===== config.mk =====
export PLATFORM = sky130hd
export DESIGN_NAME = url_target_parser_core
export DESIGN_NICKNAME = d
export VERILOG_FILES = /design/src/utp_pkg.sv /design/src/utp_decode.sv /design/src/utp_outq.sv /design/src/url_target_parser_core.sv
export SDC_FILE = /design/constraint.sdc
export NUM_CORES = 1
export LEC_CHECK = 0
export ABC_AREA = 1
export BUFFER_PORTS_ARGS = -buffer_cell sky130_fd_sc_hd__buf_2
export CAP_MARGIN = 20
export CORE_MARGIN = 2
export CORE_UTILIZATION = 47
export DETAILED_ROUTE_END_ITERATION = 8
export GPL_TIMING_DRIVEN = 0
export PLACE_DENSITY = 0.63
export SLEW_MARGIN = 20
export SYNTH_ARGS = -nofsm -noshare
export SYNTH_HDL_FRONTEND = slang
export SYNTH_HIERARCHICAL = 1
export SYNTH_SLANG_ARGS = --single-unit

===== constraint.sdc =====
create_clock -name aclk -period 6.1 [get_ports aclk]
set_input_delay 0.61 -clock aclk [delete_from_list [all_inputs] [get_ports aclk]]
set_output_delay 0.61 -clock aclk [all_outputs]
set_load 0.02 [all_outputs]

===== src/utp_pkg.sv =====
// Types and constants for the URL target parser.
// No dependencies; imported by utp_decode, utp_outq and url_target_parser_core.
package utp_pkg;

    typedef enum logic [1:0] {
        MODE_PATH  = 2'd0,
        MODE_KEY   = 2'd1,
        MODE_VALUE = 2'd2
    } mode_t;

    typedef enum logic [1:0] {
        ESC_IDLE = 2'd0,
        ESC_HIGH = 2'd1,
        ESC_LOW  = 2'd2
    } esc_t;

    typedef struct packed {
        logic [7:0] data;
        logic       valid;
        mode_t      part;
        logic       fend;
        logic       tend;
        logic       err;
        logic       last;
    } result_t;

    localparam logic [7:0] CH_QUERY   = 8'h3F;  // '?'
    localparam logic [7:0] CH_EQUALS  = 8'h3D;  // '='
    localparam logic [7:0] CH_AMP     = 8'h26;  // '&'
    localparam logic [7:0] CH_PERCENT = 8'h25;  // '%'
    localparam logic [7:0] CH_PLUS    = 8'h2B;  // '+'
    localparam logic [7:0] CH_SPACE   = 8'h20;
    localparam logic [7:0] CH_MAX     = 8'd126;

    // 0..15 for a hex digit of either case; bit 4 set otherwise
    function automatic logic [4:0] hex_value(input logic [7:0] b);
        logic [4:0] v;
        v = 5'h10;
        if (b >= 8'h30 && b <= 8'h39) begin
            v = {1'b0, b[3:0]};
        end else if ((b >= 8'h41 && b <= 8'h46) || (b >= 8'h61 && b <= 8'h66)) begin
            v = {1'b0, b[3:0] + 4'd9};
        end
        return v;
    endfunction

endpackage


===== src/utp_decode.sv =====
// Parser state and per-byte decode: turns one request byte into zero to two results.
// Depends on utp_pkg.
module utp_decode import utp_pkg::*; (
    input  logic       aclk,
    input  logic       aresetn,
    input  logic       fire,
    input  logic [7:0] in_byte,
    input  logic       in_last,
    output result_t    res0,
    output result_t    res1,
    output logic [1:0] res_cnt
);

    mode_t      mode_reg, mode_next;
    esc_t       esc_reg, esc_next;
    logic [3:0] hi_reg, hi_next;
    logic       seg_reg, seg_next;
    logic       err_reg, err_next;

    logic       fail;
    logic [4:0] hex_d;
    result_t    r0, r1;
    logic [1:0] n;

    assign hex_d = hex_value(in_byte);

    always_comb begin
        mode_next = mode_reg;
        esc_next  = esc_reg;
        hi_next   = hi_reg;
        seg_next  = seg_reg;
        err_next  = err_reg;
        fail      = 1'b0;
        r0        = '0;
        r1        = '0;
        n         = 2'd0;

        if (err_reg) begin
            if (in_last) begin
                r0.part = MODE_PATH;
                r0.tend = 1'b1;
                r0.err  = 1'b1;
                n       = 2'd1;
            end
        end else begin
            case (mode_reg)
                MODE_PATH: begin
                    if (esc_reg != ESC_IDLE) begin
                        if (hex_d[4] || (esc_reg == ESC_HIGH && in_last)) begin
                            fail = 1'b1;
                        end else if (esc_reg == ESC_HIGH) begin
                            hi_next  = hex_d[3:0];
                            esc_next = ESC_LOW;
                        end else begin
                            esc_next = ESC_IDLE;
                            r0.data  = {hi_reg, hex_d[3:0]};
                            r0.valid = 1'b1;
                            r0.fend  = in_last;
                            r0.tend  = in_last;
                            n        = 2'd1;
                        end
                    end else if (in_byte == CH_QUERY) begin
                        r0.fend   = 1'b1;
                        r0.tend   = in_last;
                        n         = 2'd1;
                        mode_next = MODE_KEY;
                        seg_next  = 1'b0;
                    end else if (in_byte < CH_SPACE || in_byte > CH_MAX) begin
                        fail = 1'b1;
                    end else if (in_byte == CH_PERCENT) begin
                        if (in_last) begin
                            fail = 1'b1;
                        end else begin
                            esc_next = ESC_HIGH;
                        end
                    end else begin
                        r0.data  = (in_byte == CH_PLUS) ? CH_SPACE : in_byte;
                        r0.valid = 1'b1;
                        r0.fend  = in_last;
                        r0.tend  = in_last;
                        n        = 2'd1;
                    end
                    if (fail) begin
                        r0       = '0;
                        r0.tend  = in_last;
                        r0.err   = 1'b1;
                        n        = 2'd1;
                        esc_next = ESC_IDLE;
                        hi_next  = 4'd0;
                        err_next = 1'b1;
                    end
                end
                MODE_KEY: begin
                    if (in_byte == CH_AMP) begin
                        if (seg_reg) begin
                            r0.part = MODE_KEY;
                            r0.fend = 1'b1;
                            r1.part = MODE_VALUE;
                            r1.fend = 1'b1;
                            r1.tend = in_last;
                            n       = 2'd2;
                        end else if (in_last) begin
                            r0.part = MODE_KEY;
                            r0.tend = 1'b1;
                            n       = 2'd1;
                        end
                        seg_next = 1'b0;
                    end else if (in_byte == CH_EQUALS) begin
                        r0.part = MODE_KEY;
                        r0.fend = 1'b1;
                        r1.part = MODE_VALUE;
                        r1.fend = 1'b1;
                        r1.tend = 1'b1;
                        n       = in_last ? 2'd2 : 2'd1;
                        seg_next  = 1'b1;
                        mode_next = MODE_VALUE;
                    end else begin
                        r0.data  = in_byte;
                        r0.valid = 1'b1;
                        r0.part  = MODE_KEY;
                        r0.fend  = in_last;
                        r1.part  = MODE_VALUE;
                        r1.fend  = 1'b1;
                        r1.tend  = 1'b1;
                        n        = in_last ? 2'd2 : 2'd1;
                        seg_next = 1'b1;
                    end
                end
                MODE_VALUE: begin
                    if (in_byte == CH_AMP) begin
                        r0.part   = MODE_VALUE;
                        r0.fend   = 1'b1;
                        r0.tend   = in_last;
                        mode_next = MODE_KEY;
                        seg_next  = 1'b0;
                    end else begin
                        r0.data  = in_byte;
                        r0.valid = 1'b1;
                        r0.part  = MODE_VALUE;
                        r0.fend  = in_last;
                        r0.tend  = in_last;
                    end
                    n = 2'd1;
                end
                default: begin
                end
            endcase
        end

        // mark the final result; end of target returns everything to reset
        if (n == 2'd1) begin
            r0.last = 1'b1;
        end else if (n == 2'd2) begin
            r1.last = 1'b1;
        end
        if ((n == 2'd1 && r0.tend) || (n == 2'd2 && r1.tend)) begin
            mode_next = MODE_PATH;
            esc_next  = ESC_IDLE;
            hi_next   = 4'd0;
            seg_next  = 1'b0;
            err_next  = 1'b0;
        end
    end

    assign res0    = r0;
    assign res1    = r1;
    assign res_cnt = n;

    always_ff @(posedge aclk) begin
        if (!aresetn) begin
            mode_reg <= MODE_PATH;
            esc_reg  <= ESC_IDLE;
            hi_reg   <= 4'd0;
            seg_reg  <= 1'b0;
            err_reg  <= 1'b0;
        end else if (fire) begin
            mode_reg <= mode_next;
            esc_reg  <= esc_next;
            hi_reg   <= hi_next;
            seg_reg  <= seg_next;
            err_reg  <= err_next;
        end
    end

`ifndef SYNTHESIS
    a_esc_in_path: assert property (@(posedge aclk) disable iff (!aresetn)
        (esc_reg != ESC_IDLE) |-> (mode_reg == MODE_PATH))
        else $error("escape pending outside path");
    a_err_in_path: assert property (@(posedge aclk) disable iff (!aresetn)
        err_reg |-> (mode_reg == MODE_PATH && esc_reg == ESC_IDLE))
        else $error("error state with query mode or escape");
    a_tend_clears: assert property (@(posedge aclk) disable iff (!aresetn)
        (fire && n == 2'd1 && r0.tend) |=> (mode_reg == MODE_PATH && !err_reg))
        else $error("state not cleared after end of target");
`endif

endmodule


===== src/utp_outq.sv =====
// Four-entry result queue: takes up to two results a cycle, hands out one.
// Depends on utp_pkg.
module utp_outq import utp_pkg::*; (
    input  logic       aclk,
    input  logic       aresetn,
    input  result_t    w0,
    input  result_t    w1,
    input  logic [1:0] push_cnt,
    output logic       room,
    output result_t    rd,
    output logic       rd_valid,
    input  logic       rd_ready
);

    result_t    mem [4];
    logic [1:0] head_reg, head_next;
    logic [1:0] tail_reg, tail_next;
    logic [2:0] cnt_reg, cnt_next;
    logic       pop;

    assign rd_valid = (cnt_reg != 3'd0);
    assign rd       = mem[head_reg];
    assign pop      = rd_valid && rd_ready;
    assign room     = (cnt_reg <= 3'd2);

    always_comb begin
        head_next = head_reg + {1'b0, pop};
        tail_next = tail_reg + push_cnt;
        cnt_next  = cnt_reg + {1'b0, push_cnt} - {2'b00, pop};
    end

    always_ff @(posedge aclk) begin
        if (push_cnt != 2'd0) begin
            mem[tail_reg] <= w0;
        end
        if (push_cnt == 2'd2) begin
            mem[tail_reg + 2'd1] <= w1;
        end
    end

    always_ff @(posedge aclk) begin
        if (!aresetn) begin
            head_reg <= 2'd0;
            tail_reg <= 2'd0;
            cnt_reg  <= 3'd0;
        end else begin
            head_reg <= head_next;
            tail_reg <= tail_next;
            cnt_reg  <= cnt_next;
        end
    end

`ifndef SYNTHESIS
    a_cnt_range: assert property (@(posedge aclk) disable iff (!aresetn)
        cnt_reg <= 3'd4)
        else $error("queue count out of range");
    a_no_overflow: assert property (@(posedge aclk) disable iff (!aresetn)
        (push_cnt != 2'd0) |-> room)
        else $error("push into full queue");
    a_ptr_track: assert property (@(posedge aclk) disable iff (!aresetn)
        (cnt_reg != 3'd4) |-> (tail_reg - head_reg == cnt_reg[1:0]))
        else $error("queue pointers disagree with count");
`endif

endmodule


===== src/url_target_parser_core.sv =====
// URL request target parser: top level with input register, decode and result queue.
// Depends on utp_pkg, utp_decode and utp_outq.
//
// Takes one byte of an HTTP request target per request (s_in_last on the final
// byte) and emits path bytes percent-decoded, then query key and value bytes
// undecoded, with field ends, a target end and a parse error flag. A byte is
// taken every cycle while each byte yields at most one result and the output
// accepts results; a byte that closes a key and its value yields two, which
// leave the result port one after the other. The path from input request to
// result is one input register, then decode into a four-entry result queue,
// which absorbs the second result so that input keeps flowing while output is stalled briefly.
module url_target_parser_core import utp_pkg::*; (
    input  logic       aclk,
    input  logic       aresetn,
    input  logic       s_valid,
    output logic       s_ready,
    input  logic [7:0] s_in_byte,
    input  logic       s_in_last,
    output logic       m_valid,
    input  logic       m_ready,
    output logic [7:0] m_out_byte,
    output logic       m_byte_valid,
    output logic [1:0] m_part,
    output logic       m_field_end,
    output logic       m_target_end,
    output logic       m_parse_error,
    output logic       m_out_last
);

    logic       in_vld_reg, in_vld_next;
    logic [7:0] byte_reg;
    logic       last_reg;
    logic       fire;
    logic       room;
    result_t    res0, res1, rd;
    logic [1:0] res_cnt, push_cnt;

    assign fire     = in_vld_reg && room;
    assign s_ready  = !in_vld_reg || fire;
    assign push_cnt = fire ? res_cnt : 2'd0;

    always_comb begin
        in_vld_next = in_vld_reg;
        if (s_valid && s_ready) begin
            in_vld_next = 1'b1;
        end else if (fire) begin
            in_vld_next = 1'b0;
        end
    end

    always_ff @(posedge aclk) begin
        if (!aresetn) begin
            in_vld_reg <= 1'b0;
        end else begin
            in_vld_reg <= in_vld_next;
        end
    end

    always_ff @(posedge aclk) begin
        if (s_valid && s_ready) begin
            byte_reg <= s_in_byte;
            last_reg <= s_in_last;
        end
    end

    utp_decode u_decode (
        .aclk    (aclk),
        .aresetn (aresetn),
        .fire    (fire),
        .in_byte (byte_reg),
        .in_last (last_reg),
        .res0    (res0),
        .res1    (res1),
        .res_cnt (res_cnt)
    );

    utp_outq u_outq (
        .aclk     (aclk),
        .aresetn  (aresetn),
        .w0       (res0),
        .w1       (res1),
        .push_cnt (push_cnt),
        .room     (room),
        .rd       (rd),
        .rd_valid (m_valid),
        .rd_ready (m_ready)
    );

    assign m_out_byte    = rd.data;
    assign m_byte_valid  = rd.valid;
    assign m_part        = 2'(rd.part);
    assign m_field_end   = rd.fend;
    assign m_target_end  = rd.tend;
    assign m_parse_error = rd.err;
    assign m_out_last    = rd.last;

`ifndef SYNTHESIS
    a_hold_when_full: assert property (@(posedge aclk) disable iff (!aresetn)
        (in_vld_reg && !room) |-> !s_ready)
        else $error("request taken while input register blocked");
    a_fire_needs_item: assert property (@(posedge aclk) disable iff (!aresetn)
        fire |-> in_vld_reg)
        else $error("decode fired without a request");
    a_two_only_on_fire: assert property (@(posedge aclk) disable iff (!aresetn)
        (push_cnt != 2'd0) |-> fire)
        else $error("results pushed without decode");
`endif

endmodule

## After elaboration in Yosys (flattened, before gate mapping)

Memory sizes are Yosys's and may differ from the RTL's. A register that Yosys moved wholly into a read port is not among the register bits.
Index checks and enable logic that the tools add are counted.
W data, S select, Z words.

| storage, ports and cells | value |
|---|---|
| register bits after elaboration | 27 |
| RAM bits | 60 |
| input bits | 13 |
| output and inout port bits | 17 |
| logic and storage cells | 185 |
| memories | 1 |

| cells by class | value |
|---|---|
| add/subtract/negate cells | 6 |
| magnitude comparators | 9 |
| equal/unequal tests | 22 |
| mux-type cells | 107 |
| reductions and logical operators | 29 |

Memory list:

| memory | depth | width | read ports | clocked after Yosys merged registers in | write ports | line | RTL |
|---|---|---|---|---|---|---|---|
| u_outq.mem | 4 | 15 | 1 | 1 | 2 | utp_outq.sv:15 | `result_t mem [4];` |

Operators with widths:

| operator | count |
|---|---|
| $mux W9 | 10 |
| $mux W2 | 41 |
| $mux W4 | 11 |
| $eq A8 B6 Y1 const B | 5 |
| $pmux W13 S3 | 1 |
| $mux W1 | 36 |
| $ge A8 B7 Y1 const B | 2 |
| $le A8 B7 Y1 const B | 2 |
| $reduce_and A8 Y1 | 2 |
| $mux W15 | 1 |
| $pmux W2 S3 | 2 |
| $reduce_and A6 Y1 | 2 |
| $mux W5 | 2 |
| $logic_and A1 B1 Y1 | 9 |
| $ne A3 B1 Y1 const B | 3 |
| $ne A3 B3 Y1 const B | 3 |
| $reduce_bool A3 Y1 | 3 |
| $ge A8 B6 Y1 const B | 1 |
| $gt A8 B7 Y1 const B | 1 |
| $le A8 B6 Y1 const B | 1 |
| $lt A8 B6 Y1 const B | 1 |
| $mux W8 | 1 |
| $ne A4 B3 Y1 const B | 2 |
| $reduce_bool A2 Y1 | 4 |
| other kinds (18) | 27 |

## Depth between registers and ports, before layout

Gate-level depths: netlist of the first run.

| depth | value |
|---|---|
| depth in word-level cells | 18 |
| mapped depth | 21 |
| mapped depth without buffers | 21 |

## Modules after synthesis

Netlist of the first run, hierarchy kept.

By module, submodules not included:

| module | times used | cells an instance | area an instance (sq um) | seq. area each (sq um) |
|---|---|---|---|---|
| utp_outq | 1 | 350 | 3425.8 | 1941.9 |
| utp_decode | 1 | 265 | 1604.0 | 200.2 |
| url_target_parser_core | 1 | 22 | 344.1 | 290.3 |

## Worst setup path before layout of the first run

Ideal clock, no wire load.

| timing path | value |
|---|---|
| path type | register to register |
| start | reg byte_reg[0] |
| end | mem u_outq/mem[0][0] in the netlist's numbering, enable pin |
| library setup time | 0.411 ns |
| arrival time | 3.511 ns |
| required time | 5.689 ns |
| path slack | 2.178 ns |
| cell stages (with the launch flop) | 17 |
| path buffers | 0 |
| period minus slack after synthesis | 3.922 ns |
| cell sequence | edfxtp_1 -> ha_1 -> nor2_1 -> nor2_1 -> o21ai_4 -> nand2_2 -> nand2_4 -> nand2_4 -> nand2_4 -> a21oi_1 -> nand3_1 -> nand2_1 -> inv_1 -> inv_1 -> nor2_1 -> nor2_1 -> o31ai_1 |

RTL lines:

| what | line | RTL |
|---|---|---|
| start: declaration | url_target_parser_core.sv:31 | `logic [7:0] byte_reg;` |
| start signal: assignment | url_target_parser_core.sv:61 | `byte_reg <= s_in_byte;` |
| end: declaration | utp_outq.sv:15 |  |

==> reports/results.ini, run 1 <==
[outcome]
outcome = complete, no violations

[sta]
relSlewSlack_pct = 40.4
hold_viol_final = 0
rsz0062_at_grt = false
tns_ps = 0
final.min_clock_period_ps = 3890
fmax_mhz = 257
slew_viol_final = 0
worstMarginPinSlew_ps = 894
fin_skew_ps = 6.35
holdWs_ps = 444
setup_viol = 0
period_share_pct = 63.8

[final_layout]
largest_reg_flops = 60
instances_no_fill = 839
fin_nets = 712
fill_cells = 1037
antenna_cells = 0
final_area_sq_um = 6170
area_growth_syn_to_layout_pct = 14.8
drive_gt1_share_pct = 21.1

[synth]
ys_ff_latch = 87
synthMuxAreaShare_pct = 0
synthXorXnorAreaFrac_pct = 0.326
synth_compound_area_share_pct = 17.1
seq_area_frac_synth_pct = 45.3
synthSimpleGateAreaFrac_pct = 24.3
synthesis.area_sq_um = 5370
async_flop_share_pct = 0
synth_top_family_by_area = simple AND/OR/NAND/NOR gates
synthAdderAreaFrac_pct = 2.00
synth-main-ff-cell = edfxtp_1
synthCells = 637
ys_types = 43
synth_edf_count = 69
syn_avg_cell_area_sq_um = 8.44
yosys_warnings = 6

[global_routing]
grt_pass1_wl_um = 21400
grt_max_degree = 15
grt_util_all_layers_pct = 22.2
antenna_found_initial = 0
grt_pass1_vias = 4313
overflow = 0

[critical_path]
r2r-start = byte_reg[1]
crit_fanout = 8
crit_path_end_kind = flip-flop
path_class = flip-flop to flip-flop
crit_required_ps = 6150
cp.arrival_ps = 3940
worstSetupStartpointType = flip-flop
crit_start = byte_reg[1]

[routing]
vias = 4429
wire_per_inst_um = 15.8
drc = 0
totalWireLength_um = 13200
drtIter0Drc = 231
antenna_left = 0
firstDrtPassIters = 4
vias_per_cell = 5.28

[place]
gp_congestion = 0.911
dpl.hpwl_um = 9760
post_dp_cell_area_sq_um = 5840
placed_cells = 823
io_buffers = 29

[floorplanning]
coreArea_sq_um = 11300
die_x_um = 111
dieHeight_um = 111
dieArea_sq_um = 12300
num_rows = 39
ioPinCount = 30
start_util_pct = 47.7

[job]
drv_cap = 0

[power]
clockPowerShare_pct = 27.7
p_seq_share_pct = 35.3
power_density_nw_per_um2 = 354
vdd_drop_max_v = 0.000162
switching_share_pct = 36.8
total_power_mw = 2.19
p_comb_share_pct = 37.0
p_leak_nw = 2.49
p_sw_uw = 804
internal_power_mw = 1.38

[cts]
clk_latency_ps = 340
cts.htree.levels = 3
clk_pin_slew_ps = 60
post_cts_resized = 0
cts-hold-fix-buffers = 0
cts_tree = built
clk_path_buf_depth = 2
cts_setup_buffers = 0
cts_inserted_buffers = 9
cts_sinks = 87
root_buffer = clkbuf_16

[worst_hold_path]
hold_path_class = input port to flip-flop
min_from = s_in_byte[6]

## power groups by stage
stage	combinational [mW]	sequential (mW)	clock (mW)
after floorplan	0.597	0.772	0
after global placement	0.776	0.782	0
after detailed placement	0.808	0.783	0
after CTS	0.812	0.771	0.618
after global routing	0.907	0.778	0.639
final	0.809	0.771	0.607
## logic make-up after synthesis
family | Yosys count
other | 1
XOR/XNOR | 2
adder cells (fa/ha/maj) | 8
flip-flops | 87
AND/OR/NAND/NOR | 269
buffers and inverters | 113
AO/OA/AOI/OAI | 157
## cell usage in the layout (no fill, tap or decap), drive strengths merged
cell	instances
dfxtp	18
o211ai	1
o22ai	19
o21ai	105
xnor2	1
clkbuf	21
a32oi	1
edfxtp	69
ha	7
nand2	140
conb	11
o31ai	5
nor3	3
nand4	9
o211a	1
xor2	1
clkinv	2
nor2	89
buf	63
a21oi	23
fa	1
a31oi	2
bufinv	2
inv	74
nand3	28
## routing by layer
layer	share of wire, %	global-route usage [%]
met2	51	39.8
met4	2.7	10.8
met5	0	0
met3	4.6	2.30
met1	41	26.6
## stage by stage
stage | worst slack, ps | utilization [%]
2_1_floorplan | 2180 | -
3_3_place_gp | 886 | 50.9
3_5_place_dp | 2160 | 51.8
4_1_cts | 2130 | 54.7
5_1_grt | 1830 | 54.7
6_report | 2210 | 54.7
## synth_stat cells (3+ instances only)
master	number	area, sq um
a21oi_1	22	110
buf_2	5	25.0
buf_4	13	97.6
buf_6	12	135
clkbuf_1	5	18.8
clkbuf_2	3	15.0
dfxtp_1	18	360
edfxtp_1	69	2070
ha_1	7	87.6
inv_1	69	259
inv_2	3	11.3
nand2_1	121	454
nand2_2	8	50.1
nand2_4	11	124
nand3_1	21	105
nand3_2	6	60.1
nand4_1	9	56.3
nor2_1	79	297
nor2_4	6	67.6
o21ai_0	42	210
o21ai_1	47	235
o21ai_2	15	131
o22ai_1	19	119
o31ai_1	5	37.5
## worst max-delay path, stage by stage, from the launching register on
cell	delay (ps)
edfxtp_1	460
inv_1	110
ha_1	270
nor2_1	130
nor2_1	70
o21ai_4	190
nand2_2	120
nand2_4	100
nand2_4	50
nand2_4	120
a21oi_1	120
nand3_1	100
nand2_1	90
inv_1	70
inv_1	30
nor2_1	440
nor2_1	310
o31ai_4	550
buf_6	230
## path summary, 6_finish.rpt
path                                    endpoint  slack (ps)  depth (start not counted)
worst max register to register  u_outq/mem[0][6]        2210                         18
worst max-delay path            u_outq/mem[0][6]        2210                         18
worst min-delay path                 byte_reg[6]         440                          1
worst min register to register        in_vld_reg         490                          2
## area by class of cell
cell class	instances	area, sq um	area share (%)
timing repair buffer	33	190	3.08
sequential	87	2430	39.4
clock inverter	4	77.6	1.26
buffer	39	305	4.95
multi-input combinational	447	2440	39.6
clock buffer	12	256	4.16
tap	143	179	2.90
inverter	74	285	4.62
Note: power is estimated with default switching activity, not from simulation.
==> run 2, diff against run 1 <==
clock period = 3.9 ns   (was 6.1 ns; I/O delays follow)
==> reports/results.ini, run 2 (synthesized netlist as in run 1, its figures left out) <==
[final_layout]
fill_cells = 1034
final_common_cell = nand2_1
mostFrequentLayoutCells = 121 x nand2_1, 78 x nor2_1, 69 x inv_1, 69 x edfxtp_1, 47 x o21ai_1
final_area_sq_um = 6200
largest_reg_flops = 60
area_growth_syn_to_layout_pct = 15.4
fin_nets = 716
drive_gt1_share_pct = 21.7
antenna_cells = 0
fin_util_pct = 55.0

[critical_path]
crit_end = u_outq/mem[3][8]
r2r_cells = 18
reg2reg_slack_ps = 410
crit_fanout = 7
crit_slowest_cell = edfxtp_1
cp.arrival_ps = 3540
crit_path_cell_trace = inv_1 -> ha_1 -> nor2_1 -> nor2_1 -> o21ai_4 -> nand2_2 -> nand2_4 -> nand2_4 -> nand2_4 -> a21oi_1 -> nand3_1 -> nand2_1 -> inv_1 -> inv_1 -> nor2_2 -> nor2_1 -> o31ai_4 -> buf_4
slowest_delay_ps = 460
crit_start = byte_reg[1]
worstSetupStartpointType = flip-flop
path_class = flip-flop to flip-flop
r2r_end = u_outq/mem[3][8]
crit_required_ps = 3950
crit_path_end_kind = flip-flop
r2r-start = byte_reg[1]

[floorplanning]
coreArea_sq_um = 11300
start_util_pct = 47.7
dieArea_sq_um = 12300
ioPinCount = 30
die_x_um = 111
dieHeight_um = 111
num_rows = 39

[routing]
drtIter0Drc = 277
vias_per_cell = 5.34
drc = 0
vias = 4505
wl_met3_um = 669
antenna_left = 0
wl_met2_um = 6840
wire_per_inst_um = 15.8
m1WireLength_um = 5380
top_layer = met4
totalWireLength_um = 13300
firstDrtPassIters = 5

[place]
post_dp_cell_area_sq_um = 5840
dpl.hpwl_um = 9760
io_buffers = 29
gp_congestion = 0.911

[cts]
cts_inserted_buffers = 9
root_buffer = clkbuf_16
cts_sinks = 87
clk_latency_ps = 340
cts-hold-fix-buffers = 0
cts_tree = built
clk_path_buf_depth = 2
clk_pin_slew_ps = 60
cts.htree.levels = 3

[sta]
rsz0062_at_grt = false
fmax_mhz = 286
final.min_clock_period_ps = 3490
worstMarginPinSlew_ps = 894
slew_viol_final = 0
holdWs_ps = 224
tns_ps = 0
hold_viol_final = 0
setup_viol = 0
fin_skew_ps = 5.74
relSlewSlack_pct = 40.4
period_share_pct = 89.5

[worst_hold_path]
hold_path_class = input port to flip-flop
holdPathStages = 1
min_from = s_in_byte[0]

[global_routing]
antenna_found_initial = 0
grt_max_degree = 15
overflow = 0
grt_pass1_wl_um = 21400
grt_pass1_vias = 4350
grt_util_all_layers_pct = 22.3

[job]
drv_cap = 0

[outcome]
outcome = complete, no violations

[power]
p_leak_nw = 2.51
vdd_drop_max_v = 0.000253
power_density_nw_per_um2 = 554

[run 2: cell count changes in the layout (fill, tap and decap cells not counted)]
| cell | change |
|---|---|
| nor2_1 | -1 |
| buf_4 | +4 |
| nor2_2 | +1 |
[run 2: per-layer routing]
layer  vias to the layer above  global-route usage (%)
met5                         -                       0
met4                         0                    11.1
met3                        31                    2.30
met2                       152                    39.9
met1                      2080                    26.6
li1                       2242                       -
[run 2: worst min-delay path by stage]
stage	to	slack, ps
2_1_floorplan	u_decode/hi_reg[0]	460
3_3_place_gp	in_vld_reg	480
3_5_place_dp	in_vld_reg	490
4_1_cts	byte_reg[0]	210
5_1_grt	byte_reg[1]	210
6_report	byte_reg[0]	220
[run 2: what timing repair did]
item / in CTS / in global routing
setup endpoints to repair: 32 / 8
gates resized for setup: 1 / 0
gates cloned: 0 / 0
buffers inserted: 3 / 1
pin swaps: 3 / 1
[run 2: per-stage QoR]
step	setup slack, ps	total power [mW]	instances
after global placement	-1310	2.44	819
after floorplan	-22.2	2.14	647
final	409	3.43	843
after CTS	210	3.45	842
after detailed placement	-36.9	2.49	823
after global routing	108	3.65	843
[run 2: cell type report]
class / instances / area, sq um / area share (%)
timing repair buffer: 37 / 220 / 3.55
clock buffer: 12 / 256 / 4.14
buffer: 39 / 305 / 4.92
clock inverter: 4 / 77.6 / 1.25
multi-input combinational: 447 / 2450 / 39.4
tap: 143 / 179 / 2.88
sequential: 87 / 2430 / 39.2
inverter: 74 / 285 / 4.60
[run 2: power breakdown]
part | internal (mW) | switching, mW
combinational | 0.421 | 0.856
sequential | 1.15 | 0.0572
clock | 0.599 | 0.351
[run 2: worst max-delay path: cells and delay by family (launching register included)]
| family | cells | cell delay, ps |
|---|---|---|
| AO/OA/AOI/OAI | 3 | 640 |
| flip-flops | 1 | 460 |
| buffers and inverters | 4 | 470 |
| adder cells (fa/ha/maj) | 1 | 270 |
| AND/OR/NAND/NOR | 10 | 1340 |
